File: src/rtl/core/radial_brush_grid_update_macros.svh
// Assertion helpers shared by the radial brush grid block.
`ifndef RADIAL_BRUSH_GRID_UPDATE_MACROS_SVH
`define RADIAL_BRUSH_GRID_UPDATE_MACROS_SVH

// Same-cycle implication, sampled on clk, off while rst is high.
`define RBG_ASSERT_IMPL(label, cond, conseq, msg) \
  label: assert property (@(posedge clk) disable iff (rst) (cond) |-> (conseq)) else $error(msg);

// Next-cycle implication, sampled on clk, off while rst is high.
`define RBG_ASSERT_NEXT(label, cond, conseq, msg) \
  label: assert property (@(posedge clk) disable iff (rst) (cond) |=> (conseq)) else $error(msg);

`endif

File: src/rtl/core/rbg_pkg.sv
package rbg_pkg;

  localparam int GRID_WIDTH  = 256;
  localparam int GRID_HEIGHT = 256;
  localparam int NODE_COUNT  = GRID_WIDTH * GRID_HEIGHT;
  localparam int ADDR_W      = $clog2(NODE_COUNT);
  localparam int XW          = $clog2(GRID_WIDTH);
  localparam int YW          = $clog2(GRID_HEIGHT);

  localparam int DENS_W      = 17;
  localparam int MAT_W       = 2;
  localparam int NODE_W      = DENS_W + MAT_W;
  localparam int RADIUS_W    = 13;
  localparam int COORD_W     = 12;
  localparam int DX_W        = 15;
  localparam int D2_W        = 27;
  localparam int ROOT_W      = 30;
  localparam int T_W         = 17;
  localparam int FRAC_SHIFT  = 32;
  localparam int COUNT_W     = 13;
  localparam int CFG_IDX_W   = 2;

  localparam logic [DENS_W-1:0] ONE_Q16 = 17'h10000;

  localparam logic [1:0] OP_WRITE = 2'd0;
  localparam logic [1:0] OP_READ  = 2'd1;
  localparam logic [1:0] OP_DIG   = 2'd2;
  localparam logic [1:0] OP_CLEAR = 2'd3;

  localparam logic [CFG_IDX_W-1:0] CFG_NORMAL   = 2'd0;
  localparam logic [CFG_IDX_W-1:0] CFG_BOUNDS   = 2'd1;
  localparam logic [CFG_IDX_W-1:0] CFG_HARDROCK = 2'd2;

  localparam logic [MAT_W-1:0] MAT_NORMAL   = 2'd0;
  localparam logic [MAT_W-1:0] MAT_BOUNDS   = 2'd1;
  localparam logic [MAT_W-1:0] MAT_HARDROCK = 2'd2;

  function automatic logic [DENS_W-1:0] sat_q16(input logic [DENS_W-1:0] v);
    sat_q16 = (v > ONE_Q16) ? ONE_Q16 : v;
  endfunction

  function automatic logic [ADDR_W-1:0] node_addr(input logic [XW-1:0] x,
                                                  input logic [YW-1:0] y);
    node_addr = ADDR_W'(int'(y) * GRID_WIDTH + int'(x));
  endfunction

endpackage

File: src/rtl/core/rbg_ratio.sv
// t = floor(sqrt(d2 * 2^32) / radius): bit-serial square root, then restoring divide.
module rbg_ratio import rbg_pkg::*; (
  input  logic                clk,
  input  logic                rst,
  input  logic                start,
  input  logic [D2_W-1:0]     d2,
  input  logic [RADIUS_W-1:0] radius,
  output logic                done,
  output logic [T_W-1:0]      t
);

  localparam int REM_W  = ROOT_W + 4;
  localparam int OPND_W = 2 * ROOT_W;
  localparam int DREM_W = ROOT_W - T_W;
  localparam int STEP_W = $clog2(ROOT_W);

  localparam logic [1:0] PH_IDLE = 2'd0;
  localparam logic [1:0] PH_SQRT = 2'd1;
  localparam logic [1:0] PH_DIV  = 2'd2;

  logic [1:0]          phase;
  logic [STEP_W-1:0]   step;
  logic [OPND_W-1:0]   opnd;
  logic [REM_W-1:0]    rem;
  logic [ROOT_W-1:0]   root;
  logic [RADIUS_W-1:0] rdiv;
  logic [DREM_W-1:0]   drem;
  logic [T_W-1:0]      quo;

  logic [REM_W-1:0]    rem_s;
  logic [REM_W-1:0]    trial;
  logic                sq_take;
  logic [DREM_W:0]     drem_s;
  logic                div_take;
  logic [T_W-1:0]      quo_next;

  always_comb begin
    rem_s    = {rem[REM_W-3:0], opnd[OPND_W-1 -: 2]};
    trial    = REM_W'({root, 2'b01});
    sq_take  = rem_s >= trial;
    drem_s   = {drem, root[T_W-1]};
    div_take = drem_s >= {1'b0, rdiv};
    quo_next = {quo[T_W-2:0], div_take};
  end

  always_ff @(posedge clk) begin
    if (rst) begin
      phase <= PH_IDLE;
      done  <= 1'b0;
      step  <= '0;
    end else begin
      done <= 1'b0;
      case (phase)
        PH_IDLE: begin
          if (start) begin
            opnd  <= {{(OPND_W - D2_W - FRAC_SHIFT){1'b0}}, d2, {FRAC_SHIFT{1'b0}}};
            rem   <= '0;
            root  <= '0;
            rdiv  <= radius;
            step  <= '0;
            phase <= PH_SQRT;
          end
        end
        PH_SQRT: begin
          opnd <= opnd << 2;
          if (sq_take) begin
            rem  <= rem_s - trial;
            root <= {root[ROOT_W-2:0], 1'b1};
          end else begin
            rem  <= rem_s;
            root <= {root[ROOT_W-2:0], 1'b0};
          end
          if (step == STEP_W'(ROOT_W - 1)) begin
            step  <= '0;
            phase <= PH_DIV;
          end else begin
            step <= step + 1'b1;
          end
        end
        PH_DIV: begin
          if (step == '0) begin
            // seed with the high part of the root, shift the rest in one bit a step
            drem <= root[ROOT_W-1:T_W];
            quo  <= '0;
            step <= step + 1'b1;
          end else begin
            root <= root << 1;
            drem <= div_take ? DREM_W'(drem_s - {1'b0, rdiv}) : drem_s[DREM_W-1:0];
            quo  <= quo_next;
            if (step == STEP_W'(T_W)) begin
              t     <= (quo_next > ONE_Q16) ? ONE_Q16 : quo_next;
              done  <= 1'b1;
              phase <= PH_IDLE;
            end else begin
              step <= step + 1'b1;
            end
          end
        end
        default: phase <= PH_IDLE;
      endcase
    end
  end

endmodule

File: config.mk
export PLATFORM = sky130hd
export DESIGN_NAME = rbg_ratio
export DESIGN_NICKNAME = d
export VERILOG_FILES = /design/src/rtl/core/radial_brush_grid_update_macros.svh /design/src/rtl/core/rbg_pkg.sv /design/src/rtl/core/rbg_ratio.sv
export SDC_FILE = /design/constraint.sdc
export NUM_CORES = 1
export LEC_CHECK = 0
export ABC_AREA = 1
export BUFFER_PORTS_ARGS = -buffer_cell sky130_fd_sc_hd__clkbuf_2
export CELL_PAD_IN_SITES_DETAIL_PLACEMENT = 1
export CELL_PAD_IN_SITES_GLOBAL_PLACEMENT = 1
export CORE_MARGIN = 1
export CORE_UTILIZATION = 42
export CTS_CLUSTER_SIZE = 40
export DETAILED_ROUTE_END_ITERATION = 6
export GPL_TIMING_DRIVEN = 1
export PLACE_DENSITY_LB_ADDON = 0.1
export SLEW_MARGIN = 20
export SYNTH_ARGS = -nofsm -noshare
export SYNTH_HDL_FRONTEND = slang
export SYNTH_SLANG_ARGS = --single-unit
File: constraint.sdc
create_clock -name clk -period 10.5 [get_ports clk]
set_input_delay 2.1 -clock clk [delete_from_list [all_inputs] [get_ports clk]]
set_output_delay 2.1 -clock clk [all_outputs]
set_load 0.05 [all_outputs]
# [After elaboration in Yosys (flattened, before gate mapping)]
# Cells that the tools add are included.
[totals] reg_bits=189 out_inout_bits=18 word_cells=62
[op_classes] add_sub_neg=3 magnitude_cmp=3 n_eq_ne=9 muxes=22 n_bitwise=3 n_reduce_logical=12
[ops] cell="$pmux W60 S2" n=1
[ops] cell="$pmux W30 S3" n=1
[ops] cell="$mux W32" n=2
[ops] cell="$pmux W32 S2" n=1
[ops] cell="$mux W30" n=2
[ops] cell="$mux W60" n=1
[ops] cell="$ge A34 B32 Y1" n=1
[ops] cell="$sub A32 B32 Y32" n=1
[ops] cell="$mux W13" n=2
[ops] cell="$mux W5" n=4
[ops] cell="$gt A17 B17 Y1 const B" n=1
[ops] cell="$pmux W5 S3" n=1
[ops] cell="$ge A14 B13 Y1" n=1
[ops] cell="$sub A13 B13 Y13" n=1
[ops] cell="$reduce_and A4 Y1" n=3
[ops] cell="$eq A5 B5 Y1 const B" n=2
[ops] cell="$reduce_and A3 Y1" n=3
[ops] cell="$mux W2" n=4
[ops] cell="$ne A2 B2 Y1 const B" n=4
[ops] cell="$pmux W2 S3" n=1
[ops] cell="$add A5 B1 Y5 const B" n=1
[ops] cell="$logic_not A5 Y1" n=1
[ops] cell="$ne A3 B3 Y1 const B" n=1
[ops] cell="$not A1 Y1" n=3
[ops] cell="8 further kinds" n=9

# [Depth between registers and ports, before layout]
# Gate-level depths: netlist of run 1.
[logic_depth] ltp_word=4 depth_mapped=15 depth_no_buf=15

# [Worst setup path after synthesis of run 1]
# No wires, ideal clock.
[synth_path] path_type="input to register" start="input rst" end="register opnd[32] (enable)" setup_ps=498 t_arrival_ps=5211 required_time_ps=10002 path_slack_ps=4791 cell_stages=3 path_buffers=0 path_cell_list="inv_1 > o21ai_0 > a21oi_1"
[synth_via] elab_chain_len=2
[synth_lines] element="from (decl)" line="rbg_ratio.sv:4" source="input logic rst,"
[synth_lines] element="$not A1 Y1 (no line)"
[synth_lines] element="$reduce_and A3 Y1 (no line)"
[synth_lines] element="to (signal assigned)" line="rbg_ratio.sv:56" source="opnd <= {{(OPND_W - D2_W - FRAC_SHIFT){1'b0}}, d2, {FRAC_SHIFT{1'b0}}};"
[synth_lines] element="to (signal assigned)" line="rbg_ratio.sv:65" source="opnd <= opnd << 2;"
[synth_lines] element="to (decl)" line="rbg_ratio.sv:23" source="logic [OPND_W-1:0] opnd;"
# No other way between the ends.
# A chain may end at the register's enable or synchronous reset.

# [Worst setup path in the final report of run 1]
[layout_path] start="register phase[1]" end="register rem[1] (enable)"
[layout_via] elab_chain_len=3 word_cells_on_any_way=5 cone_classes="eq/ne (2); reduce/logical (3)"
[layout_lines] element="from (decl)" line="rbg_ratio.sv:21" source="logic [1:0] phase;"
[layout_lines] element="from (signal assigned)" line="rbg_ratio.sv:48" source="phase <= PH_IDLE;"
[layout_lines] element="from (signal assigned)" line="rbg_ratio.sv:61" source="phase <= PH_SQRT;"
[layout_lines] element="from (signal assigned)" line="rbg_ratio.sv:75" source="phase <= PH_DIV;"
[layout_lines] element="$eq A2 B1 Y1 or $logic_not A2 Y1 (tied branches)" line="rbg_ratio.sv:53" source="case (phase)"
[layout_lines] element="$reduce_bool A2 Y1 (no line) or $ne A2 B2 Y1 (tied branches)"
[layout_lines] element="$reduce_and A3 Y1 (no line) (*)"
[layout_lines] element="to (signal assigned)" line="rbg_ratio.sv:67" source="rem <= rem_s - trial;"
[layout_lines] element="to (signal assigned)" line="rbg_ratio.sv:70" source="rem <= rem_s;"
[layout_lines] element="to (decl)" line="rbg_ratio.sv:24" source="logic [REM_W-1:0] rem;"
# Mark *: on every way between the ends. The rest lies on a longest branch, timed or not.

==> flow_metrics.tcl, run 1 <==
set metrics [dict create \
    status "finished clean" \
    antenna_found_initial 0 \
    wire_per_inst_um 15.6 \
    cts-hold-fix-buffers 0 \
    cp_common_cell "buf_4" \
    crit_chain "inv_1, ha_2, buf_4, clkinv_1, a21oi_4, buf_4" \
    grt_pass1_wl_um 45100 \
    async_reset_ff_share_pct 0 \
    cts-root-buf "clkbuf_16" \
    grt_usage_pct 23.4 \
    dieHeight_um 158 \
    slowest_delay_ns 0.90 \
    place.detailed.hpwl_um 20400 \
    synth.distinct_cells 41 \
    numCtsBuffers 17 \
    ctsResizeCount 0 \
    drt-vias-per-instance 4.84 \
    clkLatencyLatePin_ns 0.44 \
    place_congestion 0.868 \
    critPathRequiredTime_ns 10.56 \
    path_delay_family "buffers and inverters" \
    grt_pass1_vias 8952 \
    yosys-top-cells-area "edfxtp_1 44%, nand2_1 17%, inv_1 10%, nor2_1 6.9%, ha_1 6.3%" \
    initial_core_util_pct 43.2 \
    critical_path_class "reg -> reg" \
    place_ws_ns 6.63 \
    postCtsSetupBuffers 0 \
    io_pins 61 \
    min-delay-path-class "reg -> reg" \
    rows 56 \
    vias 8560 \
    period_minus_slack_ns 3.61 \
    fmax_mhz 277 \
    setup_tns_ns 0 \
    netlist_instances 1380 \
    drt-initial-drc-count 332 \
    h-tree-depth 4 \
    drt_wl_total_um 27500 \
    arrival_ns 3.67 \
    ys_seq_elements 157 \
    die_area_um2 25100 \
    power.density_nw_per_um2 294 \
    clkSinkCount 157 \
    peakVddDrop_mv 0.102 \
    cp-start-kind "flip-flop" \
    clk_pin_slew_ns 0.07 \
    drc 0 \
    hold_viol 0 \
    overflow 0 \
    die_x_um 158 \
    fin_ws_ns 6.89 \
    tightest_slew_ns 1.01 \
    area_growth_pct 11.9 \
    grt_start_max_net_pins 63 \
    finalClockSkew_ns 0.0184 \
    slew_violations 0 \
    rsz0062_at_grt "false" \
    avgSynthCellArea_um2 7.44 \
    dp.cells 1735 \
    cp_max_fo 62 \
    coreArea_um2 23800 \
    maxCapViolCount 0 \
    cts_buffer_depth 2 \
    crit_buf_inv 4 \
    yosys_most_used_dff "edfxtp_1" \
    num_antenna_cells 0 \
    holdWs_ns 0.508 \
    cts_tree "yes" \
    period_share_pct 34.4 \
    cpMaxStageDelayCell "clkinv_1" \
    synth_warnings 0 \
    final_nets 1531 \
    cp-end-kind "flip-flop" \
    ant_nets 0 \
    synth_edf_count 149 \
    ys_seq_area_share_pct 45.1 \
    setup_viol 0 \
    port_buffers 60 \
    drt-pass1-iter-count 4 \
    fin_cells 1767 \
    r2r_slack_ns 6.89 \
    slew_headroom_pct 32.1 \
    p_leak_nw 5.71 \
    synthesis.area_um2 10300 \
    yosys.area.top_type "edfxtp_1" \
    drive_above_1_share_pct 8.98 \
    netlist.area_leader.share_pct 43.6 \
    syn-num-nets 1476 \
]
[cells in the final DEF (no fill, tap or decap), types with 2 or more instances in the layout]
| cell | Yosys | final |
|---|---|---|
| nand2_1 | 458 | 458 |
| inv_1 | 274 | 273 |
| nor2_1 | 188 | 187 |
| edfxtp_1 | 149 | 149 |
| nand3_1 | 76 | 76 |
| clkbuf_2 | 0 | 60 |
| ha_1 | 52 | 51 |
| a21oi_1 | 31 | 30 |
| nand4_1 | 19 | 19 |
| o21ai_0 | 19 | 19 |
| clkbuf_16 | 0 | 17 |
| xor2_1 | 14 | 14 |
| a21oi_2 | 13 | 13 |
| nor3_1 | 8 | 8 |
| dfxtp_1 | 8 | 8 |
| xnor2_1 | 7 | 7 |
| buf_4 | 2 | 7 |
| and2_1 | 5 | 5 |
| clkinv_8 | 0 | 5 |
| inv_6 | 0 | 4 |
| nand2_2 | 3 | 3 |
| inv_8 | 0 | 3 |
| clkinv_1 | 1 | 2 |
| nand3_2 | 2 | 2 |
| nor2_4 | 1 | 2 |
| o21ai_2 | 2 | 2 |
| a21oi_4 | 1 | 2 |
| o21bai_1 | 2 | 2 |
| or2_2 | 2 | 2 |
| nand3b_1 | 2 | 2 |
[stage by stage]
| stage | instance area, um2 | utilization (%) | total power [W] |
|---|---|---|---|
| after detailed placement | 10900 | 45.8 | 0.00276 |
| after global placement | 10900 | 45.8 | 0.00271 |
| after global routing | 11500 | 48.3 | 0.00368 |
| after floorplan | 10300 | - | 0.00227 |
| final | 11500 | 48.3 | 0.00337 |
| after CTS | 11500 | 48.3 | 0.00341 |
[cell usage after synthesis (all sizes together) (2+ instances only)]
cell type,count
nand2,461
inv,274
nor2,190
edfxtp,149
nand3,79
ha,52
a21oi,45
o21ai,21
nand4,19
clkbuf,18
xor2,14
buf,13
nor3,9
dfxtp,8
xnor2,7
and2,5
or2,3
a211oi,2
nand3b,2
o21bai,2
[worst paths after layout]
path,from,end,cells after the start
worst min-delay path,step[0],step[0],2
worst max-delay path,phase[1],rem[1],6
worst min register to register,step[0],step[0],2
worst max register to register,phase[1],rem[1],6
[kinds of logic (layout without fill, tap and decap cells)]
kind of cell	Yosys count	count (layout)	synth area share, %
adders and majority gates	53	53	6.53
buffers and inverters	306	374	11.7
AOI/OAI and AO/OA	73	73	4.40
xor gates and xnor gates	21	21	1.79
DFF	157	157	45.1
and+or+nand+nor	770	770	30.5
[worst min-delay path, cell delays in order (launching register included)]
cell and delay [ns]:
dfxtp_1 0.34, nand2_1 0.07, a21oi_1 0.05
[area by class of cell]
type,count,area (um2)
fill,3022,12300
sequential,157,4630
multi-input combinational,917,4470
inverter,275,1030
clock buffer,17,425
tap,319,399
timing repair buffer,67,353
clock inverter,15,171
[power breakdown]
group / leakage [nW] / internal, W / switching [W] / total (W)
Clock: 0.288 / 0.000320 / 0.000309 / 0.000629
Sequential: 1.48 / 0.000934 / 0.0000698 / 0.00100
Combinational: 3.95 / 0.000533 / 0.00121 / 0.00174
[registers in the layout (all words and copies together), names as in the netlist]
signal and cells:
t 17, rem 32, done 1, root 30, drem 13, opnd 28
step 5, quo 16, phase 2, rdiv 13
[routing by layer]
metal  part of all wire (%)  track usage (%)  wire length, um  up-vias
met5                      0                0                0        -
met4                    2.0             8.01              547        0
met3                    2.2             2.99              607       34
met2                     51             43.2            14100      115
met1                     44             27.9            12200     4024
li1                       -                -                -     4387
Note: power is estimated with default switching activity, not from simulation.
==> inputs of run 2 (changes only) <==
Settings changed: ABC_AREA 1 to 0.
Clock period 10.5 ns to 3.6 ns, I/O delays scaled along.
==> flow_metrics.tcl, run 2 <==
set metrics [dict create \
    netlist.area_leader.share_pct 50.1 \
    drt-initial-drc-count 255 \
    overflow 0 \
    synthTopCellsByCount "149 x edfxtp_1, 61 x inv_1, 53 x and2_1" \
    largestRegisters "rem: 32 flops, root: 30 flops, opnd: 28 flops" \
    final_nets 948 \
    critPathRequiredTime_ns 3.77 \
    min-delay-path-class "in -> reg" \
    ys_seq_elements 157 \
    synth_top_family_by_area "simple AND/OR/NAND/NOR gates" \
    drc 0 \
    grt_start_max_net_pins 61 \
    slew_violations 0 \
    clkLatencyLatePin_ns 0.44 \
    cp-end-kind "flip-flop" \
    r2r_slack_ns 0.41 \
    vias 6109 \
    setup_viol 0 \
    grt_usage_pct 19.5 \
    ys_seq_area_share_pct 51.9 \
    clk_pin_slew_ns 0.07 \
    wire_per_inst_um 17.8 \
    synthesis.area_um2 8930 \
    numCtsBuffers 17 \
    place.detailed.hpwl_um 14400 \
    antenna_found_initial 0 \
    synth.area.mux_share_pct 6.74 \
    dieHeight_um 148 \
    die_area_um2 21800 \
    crit-reg2reg-capture "drem[10]" \
    cts_buffer_depth 2 \
    whs_path_depth 1 \
    drt_wl_total_um 20300 \
    drive_above_1_share_pct 16.9 \
    ctsResizeCount 0 \
    drt-pass1-iter-count 4 \
    fmax_mhz 313 \
    syn-num-nets 884 \
    grt_pass1_vias 6621 \
    arrival_ns 3.36 \
    setup_tns_ns 0 \
    async_reset_ff_share_pct 0 \
    ant_nets 0 \
    critical_path_class "reg -> reg" \
    largest_register_ffs 32 \
    synth.distinct_cells 59 \
    finalClockSkew_ns 0.0140 \
    synth_warnings 0 \
    synth-simple-area-share_pct 14.7 \
    cts-hold-fix-buffers 0 \
    rsz0062_at_grt "false" \
    largest-register "rem" \
    hold_viol 0 \
    cp_max_fo 17 \
    hold_path.startpoint "radius[5]" \
    slew_headroom_pct 37.7 \
    grt_pass1_wl_um 33200 \
    fin_ws_ns 0.406 \
    io_pins 61 \
    h-tree-depth 4 \
    cp-start-kind "flip-flop" \
    rows 52 \
    mostFrequentLayoutCell "edfxtp_1" \
    postCtsSetupBuffers 0 \
    startpoint "root[16]" \
    fin_cells 1135 \
    period_share_pct 88.7 \
    period_minus_slack_ns 3.19 \
    place_ws_ns 0.461 \
    holdWs_ns 0.463 \
    yosys.area_share.xor_xnor_pct 4.22 \
    power.density_nw_per_um2 493 \
    r2r-start "root[16]" \
    yosys-top-cells-area "edfxtp_1 50%, ha_1 7.3%, and2_1 3.7%, mux2i_1 3.6%, mux2_2 3.2%" \
    initial_core_util_pct 43.4 \
    p_leak_nw 4.07 \
    synth_compound_area_share_pct 11.0 \
    cts_tree "yes" \
    num_antenna_cells 0 \
    yosys.area.top_type "edfxtp_1" \
    dp.cells 1103 \
    peakVddDrop_mv 0.294 \
    reg2reg_depth 13 \
    synth_edf_count 149 \
    power_w 0.00501 \
    synth_most_common_cell "edfxtp_1" \
    area_growth_pct 13.8 \
    die_x_um 148 \
    netlist_instances 788 \
    coreArea_um2 20600 \
    tightest_slew_ns 0.935 \
    avgSynthCellArea_um2 11.3 \
    crit_end "drem[10]" \
    maxCapViolCount 0 \
    cts-root-buf "clkbuf_16" \
    drt-vias-per-instance 5.38 \
    clkSinkCount 157 \
    yosys_most_used_dff "edfxtp_1" \
    port_buffers 60 \
    place_congestion 0.832 \
    synth_adder_area_share_pct 7.51 \
    final_cell_mix "149 x edfxtp_1, 61 x inv_1, 60 x clkbuf_2" \
    status "finished clean" \
]
run 2: power by group:
part / leakage, nW / internal, W / switching [W]
Sequential: 1.47 / 0.00214 / 0.0000504
Clock: 0.288 / 0.000935 / 0.000882
Combinational: 2.31 / 0.000417 / 0.000587
run 2: critical path, stage by stage, from the launching register on:
cell and delay, ns:
edfxtp_1 0.37, inv_1 0.09, ha_1 0.23, fa_1 0.41, nor2b_1 0.13, o21ai_1 0.08, a21boi_0 0.31, o21ai_0 0.19
a21o_1 0.25, nor4b_4 0.16, nor2_4 0.13, buf_4 0.28, mux2i_1 0.21, o21ai_0 0.10
run 2: cell type report:
cell class,count,area [um2]
flip-flops and latches,157,4630
inverters,61,229
repair buffers,71,383
clock inverters,15,173
well taps,270,338
fillers,2254,10400
multi-input cells,544,3970
clock buffers,17,425
run 2: worst min path at each step:
stage | end | slack, ns
4_1_cts | rdiv[5] | 0.45
3_5_place_dp | t[16] | 0.49
3_3_place_gp | t[16] | 0.48
2_1_floorplan | opnd[59] | 0.50
5_1_grt | rdiv[2] | 0.45
6_report | rdiv[5] | 0.46
run 2: cells by family after synthesis:
| kind of cell | Yosys count |
|---|---|
| adders and majority gates | 53 |
| AOI/OAI and AO/OA | 148 |
| xor gates and xnor gates | 43 |
| muxes | 57 |
| DFF | 157 |
| and+or+nand+nor | 243 |
| buffers and inverters | 87 |
run 2: routing by layer:
| layer | wire, um | global-route usage [%] | up-vias | part of all wire, % |
|---|---|---|---|---|
| met4 | 218 | 5.41 | 0 | 1.1 |
| li1 | - | - | 2984 | - |
| met1 | 9190 | 24.3 | 3026 | 45 |
| met3 | 600 | 3.61 | 18 | 3.0 |
| met2 | 10200 | 34.3 | 81 | 51 |
| met5 | 0 | 0 | - | 0 |
run 2: stage by stage:
step | instance area (um2) | utilization [%]
finish | 10200 | 49.4
global route | 10200 | 49.4
CTS | 10200 | 49.4
detailed placement | 9560 | 46.5
global placement | 9560 | 46.5
floorplan | 8930 | -
==> inputs of run 3 (changes only) <==
Clock period 3.6 ns to 3.7 ns, I/O delays scaled along.
==> flow_metrics.tcl, run 3 (synthesis gave the netlist of run 2 again) <==
set metrics [dict create \
    cp_max_fo 23 \
    crit-reg2reg-capture "rem[21]" \
    cts-hold-fix-buffers 0 \
    peakVddDrop_mv 0.334 \
    grt_usage_pct 19.8 \
    multi_input_area_um2 3970 \
    largestRegisters "rem: 32 flops, root: 30 flops, opnd: 28 flops" \
    register_area_um2 4630 \
    drt-pass1-iter-count 6 \
    cts_buffer_depth 2 \
    coreArea_um2 20600 \
    ctsResizeCount 0 \
    setup_tns_ns 0 \
    grt_pass1_vias 6726 \
    place_ws_ns 0.447 \
    fin_ws_ns 0.382 \
    io_pins 61 \
    r2r-start "rem[8]" \
    drive_above_1_share_pct 16.9 \
    nFillCells 2252 \
    path_delay_family "simple AND/OR/NAND/NOR gates" \
    period_share_pct 89.7 \
    wire_per_inst_um 17.9 \
    antenna_found_initial 0 \
    ant_nets 0 \
    die_area_um2 21800 \
    tightest_slew_ns 0.933 \
    drc 0 \
    reg2reg_depth 11 \
    grt_pass1_wl_um 33900 \
    largest_register_ffs 32 \
    slew_violations 0 \
    min-delay-path-class "in -> reg" \
    slowest_delay_ns 0.52 \
    cpMaxStageDelayCell "nor4_1" \
    final_cell_mix "149 x edfxtp_1, 61 x inv_1, 60 x clkbuf_2" \
    status "finished clean" \
    h-tree-depth 4 \
    arrival_ns 3.49 \
    clkLatencyLatePin_ns 0.43 \
    period_minus_slack_ns 3.32 \
    largest-register "rem" \
    mostFrequentLayoutCell "edfxtp_1" \
    drt-vias-per-instance 5.37 \
    area_growth_pct 14.2 \
    critical_path_class "reg -> reg" \
    fmax_mhz 301 \
    holdWs_ns 0.485 \
    grt_start_max_net_pins 38 \
    crit_chain "ha_1, and3_1, nand4_1, nor4_1, a21oi_1, a31oi_1, o21ai_2, nand2_2, buf_4, mux2i_1, nor2_1" \
    num_antenna_cells 0 \
    cp.depth 11 \
    vias 6092 \
    r2r_slack_ns 0.38 \
    power.density_nw_per_um2 482 \
    maxCapViolCount 0 \
    clk_pin_slew_ns 0.07 \
    rsz0062_at_grt "false" \
    p_leak_nw 4.08 \
    port_buffers 60 \
    cts-root-buf "clkbuf_16" \
    setup_viol 0 \
    slew_headroom_pct 37.8 \
    drt-initial-drc-count 274 \
    numCtsBuffers 17 \
    critPathRequiredTime_ns 3.87 \
    crit_end "rem[21]" \
    cp-end-kind "flip-flop" \
    final_nets 948 \
    crit_buf_inv 1 \
    die_x_um 148 \
    finalClockSkew_ns 0.0141 \
    cts_tree "yes" \
    place.detailed.hpwl_um 14800 \
    clkSinkCount 157 \
    startpoint "rem[8]" \
    overflow 0 \
    initial_core_util_pct 43.4 \
    rows 52 \
    postCtsSetupBuffers 0 \
    hold_viol 0 \
    cp-start-kind "flip-flop" \
    dieHeight_um 148 \
    place_congestion 0.821 \
    drt_wl_total_um 20300 \
]
==> run 3: changes by cell type in the layout (fill, tap and decap cells not counted) <==
cell,delta
buf_4,-1
buf_12,+1
inv_8,-1
clkinv_8,+2
clkinvlp_4,-1
clkinv_4,-1
inv_12,+1
==> run 3: how the worst min path moves through the flow <==
stage | start | cells past startpoint | slack (ns) | endpoint
2_1_floorplan | opnd[57] | 1 | 0.50 | opnd[59]
3_3_place_gp | quo[15] | 0 | 0.48 | t[16]
3_5_place_dp | quo[15] | 0 | 0.48 | t[16]
4_1_cts | radius[5] | 1 | 0.47 | rdiv[5]
5_1_grt | radius[8] | 1 | 0.48 | rdiv[8]
6_report | radius[5] | 1 | 0.48 | rdiv[5]
==> run 3: through the flow <==
| stage | util [%] | total power (W) | std cells | instance area, um2 |
|---|---|---|---|---|
| final | 49.6 | 0.00491 | 1135 | 10200 |
| after detailed placement | 46.5 | 0.00316 | 1103 | 9570 |
| after global placement | 46.5 | 0.00312 | 1103 | 9570 |
| after CTS | 49.6 | 0.00497 | 1135 | 10200 |
| after floorplan | - | 0.00290 | 788 | 8930 |
| after global routing | 49.6 | 0.00514 | 1135 | 10200 |
==> run 3: where the power goes <==
part | switching (W) | internal [W] | leakage [nW]
sequential | 0.0000476 | 0.00208 | 1.47
combinational | 0.000580 | 0.000411 | 2.31
clock | 0.000871 | 0.000925 | 0.299
total | 0.00150 | 0.00341 | 4.08
==> run 3: final cells by class <==
type                    instances  area share, %
multi-input cells             544           39.0
clock inverters                15           1.90
inverters                      61           2.25
flip-flops and latches        157           45.5
well taps                     270           3.32
clock buffers                  17           4.17
repair buffers                 71           3.88
==> run 3: layer usage <==
layer,up-vias,global-route usage (%),part of all wire [%]
li1,2985,-,-
met1,3001,25.1,46
met2,87,33.7,49
met3,19,4.10,3.2
met4,0,6.03,1.4
met5,-,0,0
